===== config.mk =====
export PLATFORM = sky130hd
export DESIGN_NAME = lcd_line_timing_stat_unit
export DESIGN_NICKNAME = d
export VERILOG_FILES = /design/src/sv/lcdlt_pkg.sv /design/src/sv/lcdlt_cfg.sv /design/src/sv/lcdlt_timing.sv /design/src/sv/lcd_line_timing_stat_unit.sv
export VERILOG_INCLUDE_DIRS = /design/src /design/src/sv
export SDC_FILE = /design/constraint.sdc
export NUM_CORES = 1
export LEC_CHECK = 0
export BUFFER_PORTS_ARGS = -buffer_cell sky130_fd_sc_hd__buf_4
export CORE_MARGIN = 5
export CORE_UTILIZATION = 35
export DETAILED_ROUTE_END_ITERATION = 10
export HOLD_SLACK_MARGIN = 0.1
export PLACE_DENSITY = 0.52
export REMOVE_ABC_BUFFERS = 1
export SLEW_MARGIN = 20
export SYNTH_ARGS = -nofsm -noshare
export SYNTH_HDL_FRONTEND = slang
export SYNTH_SLANG_ARGS = --single-unit

===== constraint.sdc =====
create_clock -name clk -period 7.5 [get_ports clk]
set_input_delay 1.5 -clock clk [delete_from_list [all_inputs] [get_ports clk]]
set_output_delay 1.5 -clock clk [all_outputs]
set_load 0.03 [all_outputs]

===== src/sv/lcd_line_timing_stat_unit_macros.svh =====
// Assertion macros for the display line timing unit.
// Used by the timing core and the top level; needs clk and rst_n in scope.
`ifndef LCD_LINE_TIMING_STAT_UNIT_MACROS_SVH
`define LCD_LINE_TIMING_STAT_UNIT_MACROS_SVH

// Same-cycle implication, checked outside reset.
`define LCDLT_ASSERT_NOW(label, ante, cons) \
    label: assert property (@(posedge clk) disable iff (!rst_n) (ante) |-> (cons)) \
        else $error("lcdlt assertion failed");

// Next-cycle implication, checked outside reset.
`define LCDLT_ASSERT_NEXT(label, ante, cons) \
    label: assert property (@(posedge clk) disable iff (!rst_n) (ante) |=> (cons)) \
        else $error("lcdlt assertion failed");

`endif


===== src/sv/lcdlt_pkg.sv =====
// Types, constants and the LY glitch table for the display line timing unit.
// No dependencies; used by every module of the unit.
package lcdlt_pkg;

    localparam logic [8:0] DOTS_PER_LINE = 9'd456;
    localparam logic [7:0] VISIBLE_LINES = 8'd144;
    localparam logic [7:0] TOTAL_LINES   = 8'd154;
    localparam logic [7:0] LAST_LINE     = TOTAL_LINES - 8'd1;
    localparam logic [8:0] OAM_DOTS      = 9'd80;
    localparam logic [8:0] XFER_DOTS     = 9'd172;
    localparam logic [8:0] GLITCH_POS    = DOTS_PER_LINE - 9'd4;

    localparam logic [1:0] CMD_TICK   = 2'd0;
    localparam logic [1:0] CMD_LYC    = 2'd1;
    localparam logic [1:0] CMD_STAT   = 2'd2;
    localparam logic [1:0] CMD_ENABLE = 2'd3;

    localparam logic [1:0] MODE_HBLANK = 2'd0;
    localparam logic [1:0] MODE_VBLANK = 2'd1;
    localparam logic [1:0] MODE_OAM    = 2'd2;
    localparam logic [1:0] MODE_XFER   = 2'd3;

    localparam logic [1:0] MODEL_MONO = 2'd0;

    localparam logic REG_MODEL        = 1'b0;
    localparam logic REG_DOUBLE_SPEED = 1'b1;

    typedef struct packed {
        logic [1:0] command;
        logic [7:0] value;
        logic       hdma_armed;
    } in_item_t;

    typedef struct packed {
        logic [7:0] line_number;
        logic [1:0] mode;
        logic       coincidence;
        logic       stat_line;
        logic       vblank_request;
        logic       stat_request;
        logic       hdma_start;
        logic       hdma_cancel;
        logic       frame_done;
    } out_item_t;

    typedef struct packed {
        logic [1:0] model;
        logic       double_speed;
    } cfg_t;

    function automatic logic [3:0] glitch_lookup(input logic [3:0] idx);
        logic [3:0] res;
        case (idx)
            4'd2:    res = 4'd2;
            4'd4:    res = 4'd4;
            4'd5:    res = 4'd4;
            4'd6:    res = 4'd6;
            4'd8:    res = 4'd8;
            default: res = 4'd0;
        endcase
        return res;
    endfunction

endpackage


===== src/sv/lcdlt_cfg.sv =====
// APB configuration registers (model and double speed) of the timing unit.
// Depends on lcdlt_pkg.
module lcdlt_cfg
(
    input  logic             clk,
    input  logic             rst_n,
    input  logic             psel,
    input  logic             penable,
    input  logic             pwrite,
    input  logic [2:0]       paddr,
    input  logic [31:0]      pwdata,
    output logic [31:0]      prdata,
    output logic             pready,
    output lcdlt_pkg::cfg_t  cfg
);

    logic [1:0] model_reg;
    logic [1:0] model_next;
    logic       ds_reg;
    logic       ds_next;
    logic       wr_en;

    assign pready = 1'b1;
    assign wr_en  = psel & penable & pwrite;

    always_comb
    begin
        model_next = model_reg;
        ds_next    = ds_reg;
        if (wr_en)
        begin
            if (paddr[2] == lcdlt_pkg::REG_MODEL)
            begin
                model_next = pwdata[1:0];
            end
            else
            begin
                ds_next = pwdata[0];
            end
        end
    end

    always_ff @(posedge clk or negedge rst_n)
    begin
        if (!rst_n)
        begin
            model_reg <= 2'd0;
            ds_reg    <= 1'b0;
        end
        else
        begin
            model_reg <= model_next;
            ds_reg    <= ds_next;
        end
    end

    always_comb
    begin
        if (paddr[2] == lcdlt_pkg::REG_MODEL)
        begin
            prdata = {30'd0, model_reg};
        end
        else
        begin
            prdata = {31'd0, ds_reg};
        end
    end

    assign cfg.model        = model_reg;
    assign cfg.double_speed = ds_reg;

endmodule


===== src/sv/lcdlt_timing.sv =====
// Line timing state and the single-pass next-state and result logic.
// Depends on lcdlt_pkg and lcd_line_timing_stat_unit_macros.svh.
`include "lcd_line_timing_stat_unit_macros.svh"

module lcdlt_timing
(
    input  logic                  clk,
    input  logic                  rst_n,
    input  lcdlt_pkg::cfg_t       cfg,
    input  logic                  fire,
    input  lcdlt_pkg::in_item_t   item,
    output lcdlt_pkg::out_item_t  res
);

    logic [7:0] line_reg, line_next;
    logic [8:0] pos_reg, pos_next;
    logic [7:0] ly_reg, ly_next;
    logic [1:0] mode_reg, mode_next;
    logic       coinc_reg, coinc_next;
    logic [3:0] en_reg, en_next;
    logic [7:0] lyc_reg, lyc_next;
    logic       lcd_on_reg, lcd_on_next;
    logic       level_reg, level_next;

    logic       is_color;
    logic       color_mode;
    logic       ds;
    logic [8:0] step;
    logic [8:0] delay;
    logic [8:0] sum;
    logic       carry;
    logic [8:0] pos_wrap;
    logic [7:0] line_inc;
    logic       frame_end;
    logic       cmp;
    logic [7:0] lyc_cmp;
    logic       line_s;
    logic [3:0] gval;
    logic       vbl, hstart, hcancel, fdone, sreq;

    assign is_color   = cfg.model != lcdlt_pkg::MODEL_MONO;
    assign color_mode = cfg.model[1];
    assign ds       = cfg.double_speed;
    assign step     = ds ? 9'd2 : 9'd4;
    assign delay    = ds ? 9'd2 : (color_mode ? 9'd0 : 9'd4);
    assign sum      = pos_reg + step;
    assign carry    = sum >= lcdlt_pkg::DOTS_PER_LINE;
    assign pos_wrap = carry ? (sum - lcdlt_pkg::DOTS_PER_LINE) : sum;
    assign line_inc = line_reg + {7'd0, carry};
    assign frame_end = carry && (line_reg == lcdlt_pkg::LAST_LINE);

    always_comb
    begin
        line_next   = line_reg;
        pos_next    = pos_reg;
        ly_next     = ly_reg;
        mode_next   = mode_reg;
        coinc_next  = coinc_reg;
        en_next     = en_reg;
        lyc_next    = lyc_reg;
        lcd_on_next = lcd_on_reg;
        level_next  = level_reg;
        vbl     = 1'b0;
        hstart  = 1'b0;
        hcancel = 1'b0;
        fdone   = 1'b0;
        sreq    = 1'b0;
        cmp     = 1'b1;
        lyc_cmp = line_inc;
        line_s  = 1'b0;
        gval    = 4'd0;

        case (item.command)
            lcdlt_pkg::CMD_LYC:
            begin
                lyc_next = item.value;
            end
            lcdlt_pkg::CMD_STAT:
            begin
                en_next = item.value[6:3];
            end
            lcdlt_pkg::CMD_ENABLE:
            begin
                lcd_on_next = item.value[7];
            end
            default:
            begin
                if (!lcd_on_reg)
                begin
                    ly_next    = 8'd0;
                    mode_next  = lcdlt_pkg::MODE_HBLANK;
                    coinc_next = 1'b1;
                    hcancel    = item.hdma_armed;
                    pos_next   = pos_wrap;
                    line_next  = frame_end ? 8'd0 : line_inc;
                    fdone      = frame_end;
                    level_next = 1'b0;
                end
                else
                begin
                    ly_next = line_inc;
                    if (frame_end)
                    begin
                        pos_next  = 9'd0;
                        line_next = 8'd0;
                        if (is_color)
                        begin
                            mode_next = (delay != 9'd0) ? lcdlt_pkg::MODE_VBLANK
                                                        : lcdlt_pkg::MODE_OAM;
                        end
                        else
                        begin
                            mode_next = lcdlt_pkg::MODE_HBLANK;
                        end
                        ly_next = 8'd0;
                        lyc_cmp = 8'd0;
                        fdone   = 1'b1;
                    end
                    else
                    begin
                        pos_next  = pos_wrap;
                        line_next = line_inc;
                        if (line_inc == lcdlt_pkg::VISIBLE_LINES && pos_wrap == delay)
                        begin
                            mode_next = lcdlt_pkg::MODE_VBLANK;
                            vbl       = 1'b1;
                            line_s    = en_reg[2];
                        end
                        else if (line_inc < lcdlt_pkg::VISIBLE_LINES)
                        begin
                            if (pos_wrap == delay)
                            begin
                                mode_next = lcdlt_pkg::MODE_OAM;
                            end
                            else if (pos_wrap == 9'd0 && line_inc != 8'd0)
                            begin
                                cmp     = is_color;
                                lyc_cmp = line_inc - 8'd1;
                            end
                            else if (pos_wrap == lcdlt_pkg::OAM_DOTS + delay)
                            begin
                                mode_next = lcdlt_pkg::MODE_XFER;
                            end
                            else if (pos_wrap == lcdlt_pkg::OAM_DOTS + lcdlt_pkg::XFER_DOTS
                                                 + delay)
                            begin
                                mode_next = lcdlt_pkg::MODE_HBLANK;
                                hstart    = item.hdma_armed;
                            end
                        end
                        else if (line_inc == lcdlt_pkg::LAST_LINE)
                        begin
                            if (!is_color)
                            begin
                                if (pos_wrap == 9'd0)
                                begin
                                    cmp = 1'b0;
                                end
                                else if (pos_wrap == 9'd4)
                                begin
                                    ly_next = 8'd0;
                                    lyc_cmp = lcdlt_pkg::LAST_LINE;
                                end
                                else if (pos_wrap == 9'd8)
                                begin
                                    ly_next = 8'd0;
                                    cmp     = 1'b0;
                                end
                                else
                                begin
                                    ly_next = 8'd0;
                                    lyc_cmp = 8'd0;
                                end
                            end
                            else if (!color_mode)
                            begin
                                if (pos_wrap == 9'd0)
                                begin
                                    lyc_cmp = lcdlt_pkg::LAST_LINE - 8'd1;
                                end
                                else if (pos_wrap == 9'd8)
                                begin
                                    ly_next = 8'd0;
                                end
                                else if (pos_wrap != 9'd4)
                                begin
                                    ly_next = 8'd0;
                                    lyc_cmp = 8'd0;
                                end
                            end
                            else if (!ds)
                            begin
                                if (pos_wrap == 9'd4)
                                begin
                                    ly_next = 8'd0;
                                end
                                else if (pos_wrap != 9'd0)
                                begin
                                    ly_next = 8'd0;
                                    lyc_cmp = 8'd0;
                                end
                            end
                            else
                            begin
                                if (pos_wrap == 9'd0)
                                begin
                                    lyc_cmp = lcdlt_pkg::LAST_LINE - 8'd1;
                                end
                                else if (pos_wrap == 9'd6 || pos_wrap == 9'd8)
                                begin
                                    ly_next = 8'd0;
                                end
                                else if (pos_wrap != 9'd2 && pos_wrap != 9'd4)
                                begin
                                    ly_next = 8'd0;
                                    lyc_cmp = 8'd0;
                                end
                            end
                        end
                        else if (delay != 9'd0 && pos_wrap == 9'd0)
                        begin
                            cmp     = is_color;
                            lyc_cmp = line_inc - 8'd1;
                        end
                    end

                    coinc_next = cmp && (lyc_cmp == lyc_reg);

                    if (!line_s)
                    begin
                        case (mode_next)
                            lcdlt_pkg::MODE_HBLANK: line_s = en_reg[0];
                            lcdlt_pkg::MODE_VBLANK: line_s = en_reg[1];
                            lcdlt_pkg::MODE_OAM:    line_s = en_reg[2];
                            default:                line_s = 1'b0;
                        endcase
                        if (en_reg[3] && coinc_next)
                        begin
                            line_s = 1'b1;
                        end
                    end
                    level_next = line_s;
                    sreq       = line_s && !level_reg;

                    if (color_mode && !ds && pos_next == lcdlt_pkg::GLITCH_POS)
                    begin
                        if (ly_next[3:0] == 4'hF)
                        begin
                            gval    = lcdlt_pkg::glitch_lookup(ly_next[7:4]);
                            ly_next = {gval, 4'd0};
                        end
                        else
                        begin
                            gval    = lcdlt_pkg::glitch_lookup({1'b0, ly_next[2:0]});
                            ly_next = {ly_next[7:3], 3'd0} | {4'd0, gval};
                        end
                    end
                end
            end
        endcase
    end

    always_ff @(posedge clk or negedge rst_n)
    begin
        if (!rst_n)
        begin
            line_reg   <= 8'd0;
            pos_reg    <= 9'd0;
            ly_reg     <= 8'd0;
            mode_reg   <= 2'd0;
            coinc_reg  <= 1'b0;
            en_reg     <= 4'd0;
            lyc_reg    <= 8'd0;
            lcd_on_reg <= 1'b0;
            level_reg  <= 1'b0;
        end
        else if (fire)
        begin
            line_reg   <= line_next;
            pos_reg    <= pos_next;
            ly_reg     <= ly_next;
            mode_reg   <= mode_next;
            coinc_reg  <= coinc_next;
            en_reg     <= en_next;
            lyc_reg    <= lyc_next;
            lcd_on_reg <= lcd_on_next;
            level_reg  <= level_next;
        end
    end

    assign res.line_number    = ly_next;
    assign res.mode           = mode_next;
    assign res.coincidence    = coinc_next;
    assign res.stat_line      = level_next;
    assign res.vblank_request = vbl;
    assign res.stat_request   = sreq;
    assign res.hdma_start     = hstart;
    assign res.hdma_cancel    = hcancel;
    assign res.frame_done     = fdone;

    `LCDLT_ASSERT_NOW(a_pos_in_line, 1'b1, pos_reg < lcdlt_pkg::DOTS_PER_LINE)
    `LCDLT_ASSERT_NOW(a_line_in_frame, 1'b1, line_reg < lcdlt_pkg::TOTAL_LINES)
    `LCDLT_ASSERT_NEXT(a_lcd_off_tick,
        fire && item.command == lcdlt_pkg::CMD_TICK && !lcd_on_reg,
        ly_reg == 8'd0 && mode_reg == lcdlt_pkg::MODE_HBLANK && coinc_reg && !level_reg)

endmodule


===== src/sv/lcd_line_timing_stat_unit.sv =====
// An accepted item goes through the input register, then the result register, to the output.
// Throughput: one item per clock unless the output stalls while both registers are full.
// Reset clears all timing state, the registers and both pipeline stages.
// The LCD starts disabled, with LY, mode, LYC and STAT enables at zero.
// Top level of the display line timing unit.
// Depends on lcdlt_pkg, lcdlt_cfg, lcdlt_timing and the macros header.
`include "lcd_line_timing_stat_unit_macros.svh"

module lcd_line_timing_stat_unit
(
    input  logic                  clk,
    input  logic                  rst_n,
    input  logic                  in_valid,
    output logic                  in_stall,
    input  lcdlt_pkg::in_item_t   in_data,
    output logic                  out_valid,
    input  logic                  out_stall,
    output lcdlt_pkg::out_item_t  out_data,
    input  logic                  psel,
    input  logic                  penable,
    input  logic                  pwrite,
    input  logic [2:0]            paddr,
    input  logic [31:0]           pwdata,
    output logic [31:0]           prdata,
    output logic                  pready
);

    logic                  s1_valid_reg, s1_valid_next;
    lcdlt_pkg::in_item_t   s1_data_reg;
    logic                  out_valid_reg, out_valid_next;
    lcdlt_pkg::out_item_t  out_data_reg;
    lcdlt_pkg::out_item_t  res;
    lcdlt_pkg::cfg_t       cfg;
    logic                  adv;
    logic                  fire;
    logic                  load;

    lcdlt_cfg u_cfg
    (
        .clk     (clk),
        .rst_n   (rst_n),
        .psel    (psel),
        .penable (penable),
        .pwrite  (pwrite),
        .paddr   (paddr),
        .pwdata  (pwdata),
        .prdata  (prdata),
        .pready  (pready),
        .cfg     (cfg)
    );

    lcdlt_timing u_timing
    (
        .clk   (clk),
        .rst_n (rst_n),
        .cfg   (cfg),
        .fire  (fire),
        .item  (s1_data_reg),
        .res   (res)
    );

    assign adv      = !out_valid_reg || !out_stall;
    assign fire     = s1_valid_reg && adv;
    assign in_stall = s1_valid_reg && !adv;
    assign load     = in_valid && !in_stall;

    always_comb
    begin
        s1_valid_next = s1_valid_reg;
        if (load)
        begin
            s1_valid_next = 1'b1;
        end
        else if (adv)
        begin
            s1_valid_next = 1'b0;
        end
        out_valid_next = adv ? s1_valid_reg : out_valid_reg;
    end

    always_ff @(posedge clk or negedge rst_n)
    begin
        if (!rst_n)
        begin
            s1_valid_reg  <= 1'b0;
            out_valid_reg <= 1'b0;
        end
        else
        begin
            s1_valid_reg  <= s1_valid_next;
            out_valid_reg <= out_valid_next;
        end
    end

    always_ff @(posedge clk)
    begin
        if (load)
        begin
            s1_data_reg <= in_data;
        end
        if (fire)
        begin
            out_data_reg <= res;
        end
    end

    assign out_valid = out_valid_reg;
    assign out_data  = out_data_reg;

    `LCDLT_ASSERT_NEXT(a_fill_empty_result, s1_valid_reg && !out_valid_reg, out_valid_reg)
    `LCDLT_ASSERT_NEXT(a_drain_bubble, out_valid_reg && !out_stall && !s1_valid_reg,
        !out_valid_reg)

endmodule


; ---- After elaboration in Yosys (flattened, before gate mapping)
; Index checks and enable logic that the tools add are counted.
; Widths: inputs -> output; s select.
[word_totals]
reg_bits = 75
word_cells = 212
output_inout_bits = 52
input_bits = 53
[op_classes]
bitwise = 8
eq_ne = 28
reduce_logical = 41
n_addsub = 6
magnitude_cmp = 2
mux = 102
[op_table]
columns = op, count
row1 = $mux 8, 43
row2 = $mux 9, 6
row3 = $mux 1, 30
row4 = $mux 2, 14
row5 = $eq 9x9->1, 3
row6 = $eq 8x8->1 const B, 3
row7 = $eq 9x3->1 const B, 2
row8 = $reduce_bool 9->1, 2
row9 = $mux 4, 4
row10 = $pmux 4 s4, 1
row11 = $logic_and 1x1->1, 13
row12 = $eq 4x3->1 const B, 3
row13 = $reduce_and 2->1, 6
row14 = $reduce_or 11->1, 1
row15 = $add 7x9->9 const A, 1
row16 = $add 8x9->9 const A, 1
row17 = $add 9x9->9, 1
row18 = $eq 3x3->1 const B, 3
row19 = $eq 9x4->1 const B, 1
row20 = $eq 9x9->1 const B, 1
row21 = $ge 9x9->1 const B, 1
row22 = $logic_not 9->1, 1
row23 = $ne 9x2->1 const B, 1
row24 = $ne 9x3->1 const B, 1
row25 = other kinds (25), 44

; ---- Longest topological paths before layout
[logic_depth]
depth_word = 30
mapped_depth = 27
mapped_depth_nobuf = 25

; ---- Cells and area by module
; A second synthesis with hierarchy kept.
[hier_totals]
cells_unflattened = 652
area_unflattened_um2 = 5850.6
[by_module_without_submodules]
columns = mod, n_inst, area_each_um2, cells_per_inst, seq_area_each_um2
row1 = lcdlt_timing, 1, 4504.3, 572, 1051.0
row2 = lcd_line_timing_stat_unit, 1, 933.4, 36, 890.9
row3 = lcdlt_cfg, 1, 412.9, 44, 75.1

; ---- Worst setup path after synthesis
; Ideal clock, no wire load.
[synth_path]
kind = reg2reg
from = reg u_cfg.ds_reg
to = reg out_data_reg, in the netlist out_data[5] (data pin)
path_buffers = 2
synth_period_minus_slack_ns = 5.887
required_ns = 7.241
arrival_time_ns = 5.628
slack_ns = 1.613
stages_incl_launch_ff = 27
setup_time_ns = 0.259
path_cell_list = dfrtp_1 clkbuf_1 inv_1 ha_1 and3_1 o22ai_4 inv_6 ha_1 and2_1 mux2i_4 a31oi_4 nor2_1 ha_1 ha_1 buf_2 nand3_2 xnor2_2 o21ai_0 or3_1 nor3_2 and2_1 nor2_1 a311oi_2 o21ai_1 a2bb2oi_1 a2bb2oi_1 o21ai_1
[synth_rtl]
columns = element, line
row1 = start: declaration, lcdlt_cfg.sv:19  ; logic ds_reg;
row2 = start signal: assignment, lcdlt_cfg.sv:53  ; ds_reg <= ds_next;
row3 = end signal: assignment, lcd_line_timing_stat_unit.sv:103  ; out_data_reg <= res;
row4 = end: declaration, lcd_line_timing_stat_unit.sv:31  ; lcdlt_pkg::out_item_t out_data_reg;

==> impl_metrics.ini <==
[synthesis]
synth-edff-count = 28
ys_ff_latch = 75
ys_async_sr_fraction_pct = 62.7
mappedNetlistArea_sq_mm = 0.00621
synth-seq-area-share_pct = 32.5
ys_top_cells_by_area = dfrtp_1 19%, edfxtp_1 14%, nand2_1 3.9%
syn_inst = 680
yosys_warnings = 0
synth_top_area_share_pct = 18.9
ys.flop_type = dfrtp_1
syn_avg_cell_area_sq_um = 9.14
synth_top_area_cell = dfrtp_1
yosysUniqueCellTypes = 119

[global_route]
grt_util_all_layers_pct = 18.5
grt_max_degree = 48
grt_pass1_wl_mm = 29.8
met3_usage_pct = 3.42
overflow = 0
met2_usage_pct = 29.3
grt_pass1_vias = 5254
antenna_found_initial = 0
top_usage_layer = met2
grt_util_met1_pct = 25.7

[worst_setup_path]
reg2reg_from = u_cfg.ds_reg
cp.arrival_ps = 6970
crit_path_start_kind = flip-flop
critPathCapture = out_data[5]
critPathCaptureType = flip-flop
worstSetupPathType = reg -> reg
ff2ff_path_depth = 26
r2r_end = out_data[5]
cp_data_required_time_ps = 7680
startpoint = u_cfg.ds_reg
crit_fanout = 12
r2r_setup_slack_ps = 710

[pwr]
powerDensity_mw_per_mm2 = 318
irDropWorstVdd_mv = 0.201
p_leak_uw = 0.00277

[clock_network]
postCtsSetupRepairBufs = 0
cts_buffer_depth = 2
clockRootBuffer = clkbuf_16
cts_resized = 0
holdBufCountCts = 0
cts_tree = yes
clk_pin_slew_ps = 60
cts_num_sinks = 75
cts_made_buffers = 9
clock_latency_ps = 340
htree_levels = 3

[final_layout]
area_growth_pct = 12.5
nNetsFinal = 791
drive_above_1_share_pct = 20.9
diodes = 0
largest_register_ffs = 17
final_area_sq_mm = 0.00699
layout_common_cells = 69 x buf_4, 65 x nand2_1, 47 x dfrtp_1
final_common_cell = buf_4

[timing]
hold_viol = 0
finalClockSkew_ps = 11.5
tightest_slew_ps = 1230
fin_crit_ps = 6790
min_period_over_period_pct = 90.6
setup_viol = 0
hold_ws_ps = 482
drv_slew = 0
rsz0062_at_grt = no
max_freq_ghz = 0.147
relSlewSlack_pct = 17.9
finalSetupTns_ps = 0

[routing]
drt-pass1-iter-count = 5
wire_per_inst_um = 19.9
drc_errors = 0
avgViaCountPerCell = 5.78
drt-total-wl_mm = 19.1
first_iter_violations = 622
vias = 5527
postRouteAntennaNets = 0

[placed_design]
dpl-instance-area_sq_mm = 0.00666
port_buffers = 41
gp_congestion = 0.912
hpwl_mm = 14.7

[floorplanning]
fp-row-count = 48
core-area_sq_mm = 0.0174
die_y_um = 143
die_width_um = 143
initial_core_util_pct = 35.8
io_pins = 105
dieArea_sq_mm = 0.0205

[flow_run]
drv_cap = 0

[run_status]
outcome = finished clean

[worst_hold_path]
hold_path_depth = 1
worstHoldPathType = reg -> reg
==> cells in the mapped netlist, types with 16 or more instances <==
library cell and n:
nand2_1 65, dfrtp_1 47, nor2_1 39, buf_4 32
o21ai_0 29, edfxtp_1 28, nand3_1 28, a21oi_1 27
inv_1 26, o22ai_1 20, nand4_1 18, nor3_1 18
mux2_2 16
==> final cells by class <==
class	count	area (sq um)
clock buffer	10	239
clock inverter	6	96.3
fill	1766	10400
inverter	29	114
multi-input combinational	542	3730
sequential	75	2020
tap	225	282
timing repair buffer	69	518
==> per-stage QoR <==
stage / utilization, % / std cells / setup WS [ps] / total power, uW
4_1_cts: 40.3 / 956 / 757 / 2220
3_5_place_dp: 38.4 / 940 / 783 / 1730
6_report: 40.3 / 956 / 706 / 2230
5_1_grt: 40.3 / 956 / 174 / 2350
2_1_floorplan: - / 646 / 1210 / 1390
3_3_place_gp: 38.4 / 940 / 819 / 1710
==> cell families (layout without fill, tap and decap cells) <==
kind of cell	count (synthesis)	in the layout	synth area share, %
simple gates	265	265	23.7
compound gates	189	189	23.8
buf+inv	92	114	9.32
flops	75	75	32.5
mux	24	24	4.47
xor+xnor	21	21	3.54
fa+ha+maj	12	12	2.54
other cells	2	31	0.121
==> report_power, final <==
group | leakage [uW] | internal, uW | switching, uW
Clock | 0.000161 | 304 | 176
Sequential | 0.000880 | 488 | 67.6
Combinational | 0.00173 | 407 | 784
Total | 0.00277 | 1200 | 1030
==> worst min-delay path by stage <==
| stage | from | end |
|---|---|---|
| 4_1_cts | s1_data_reg[2] | u_timing.lyc_reg[1] |
| 3_3_place_gp | u_timing.pos_reg[1] | u_timing.pos_reg[1] |
| 2_1_floorplan | u_timing.pos_reg[1] | u_timing.pos_reg[1] |
| 6_report | s1_data_reg[2] | u_timing.lyc_reg[1] |
| 5_1_grt | s1_data_reg[3] | u_timing.lyc_reg[2] |
| 3_5_place_dp | s1_data_reg[2] | u_timing.lyc_reg[1] |
==> worst max-delay path, cell delays in order, from the launching register on <==
cell and delay (ps):
dfrtp_1 350, buf_4 210, inv_1 130, ha_1 380
a21oi_4 290, o22ai_4 200, inv_6 130, ha_1 280
nor2b_1 280, mux2i_4 120, a31oi_4 380, nor2_1 170
ha_1 280, ha_1 510, inv_1 190, ha_1 330
o21ai_0 130, buf_4 180, nand2b_1 130, nand4_1 240
nor4_1 330, a31oi_1 90, a2111oi_0 450, nand4b_1 170
nor4_2 300, nand2_1 180, o21ai_1 220
==> per-layer routing <==
| metal | routed length (um) | part of all wire [%] | vias up |
|---|---|---|---|
| met4 | 528 | 2.8 | 0 |
| met3 | 1250 | 6.6 | 35 |
| met5 | 0 | 0 | - |
| li1 | - | - | 2611 |
| met1 | 8560 | 45 | 2644 |
| met2 | 8720 | 46 | 237 |
Note: power is estimated with default switching activity, not from simulation.
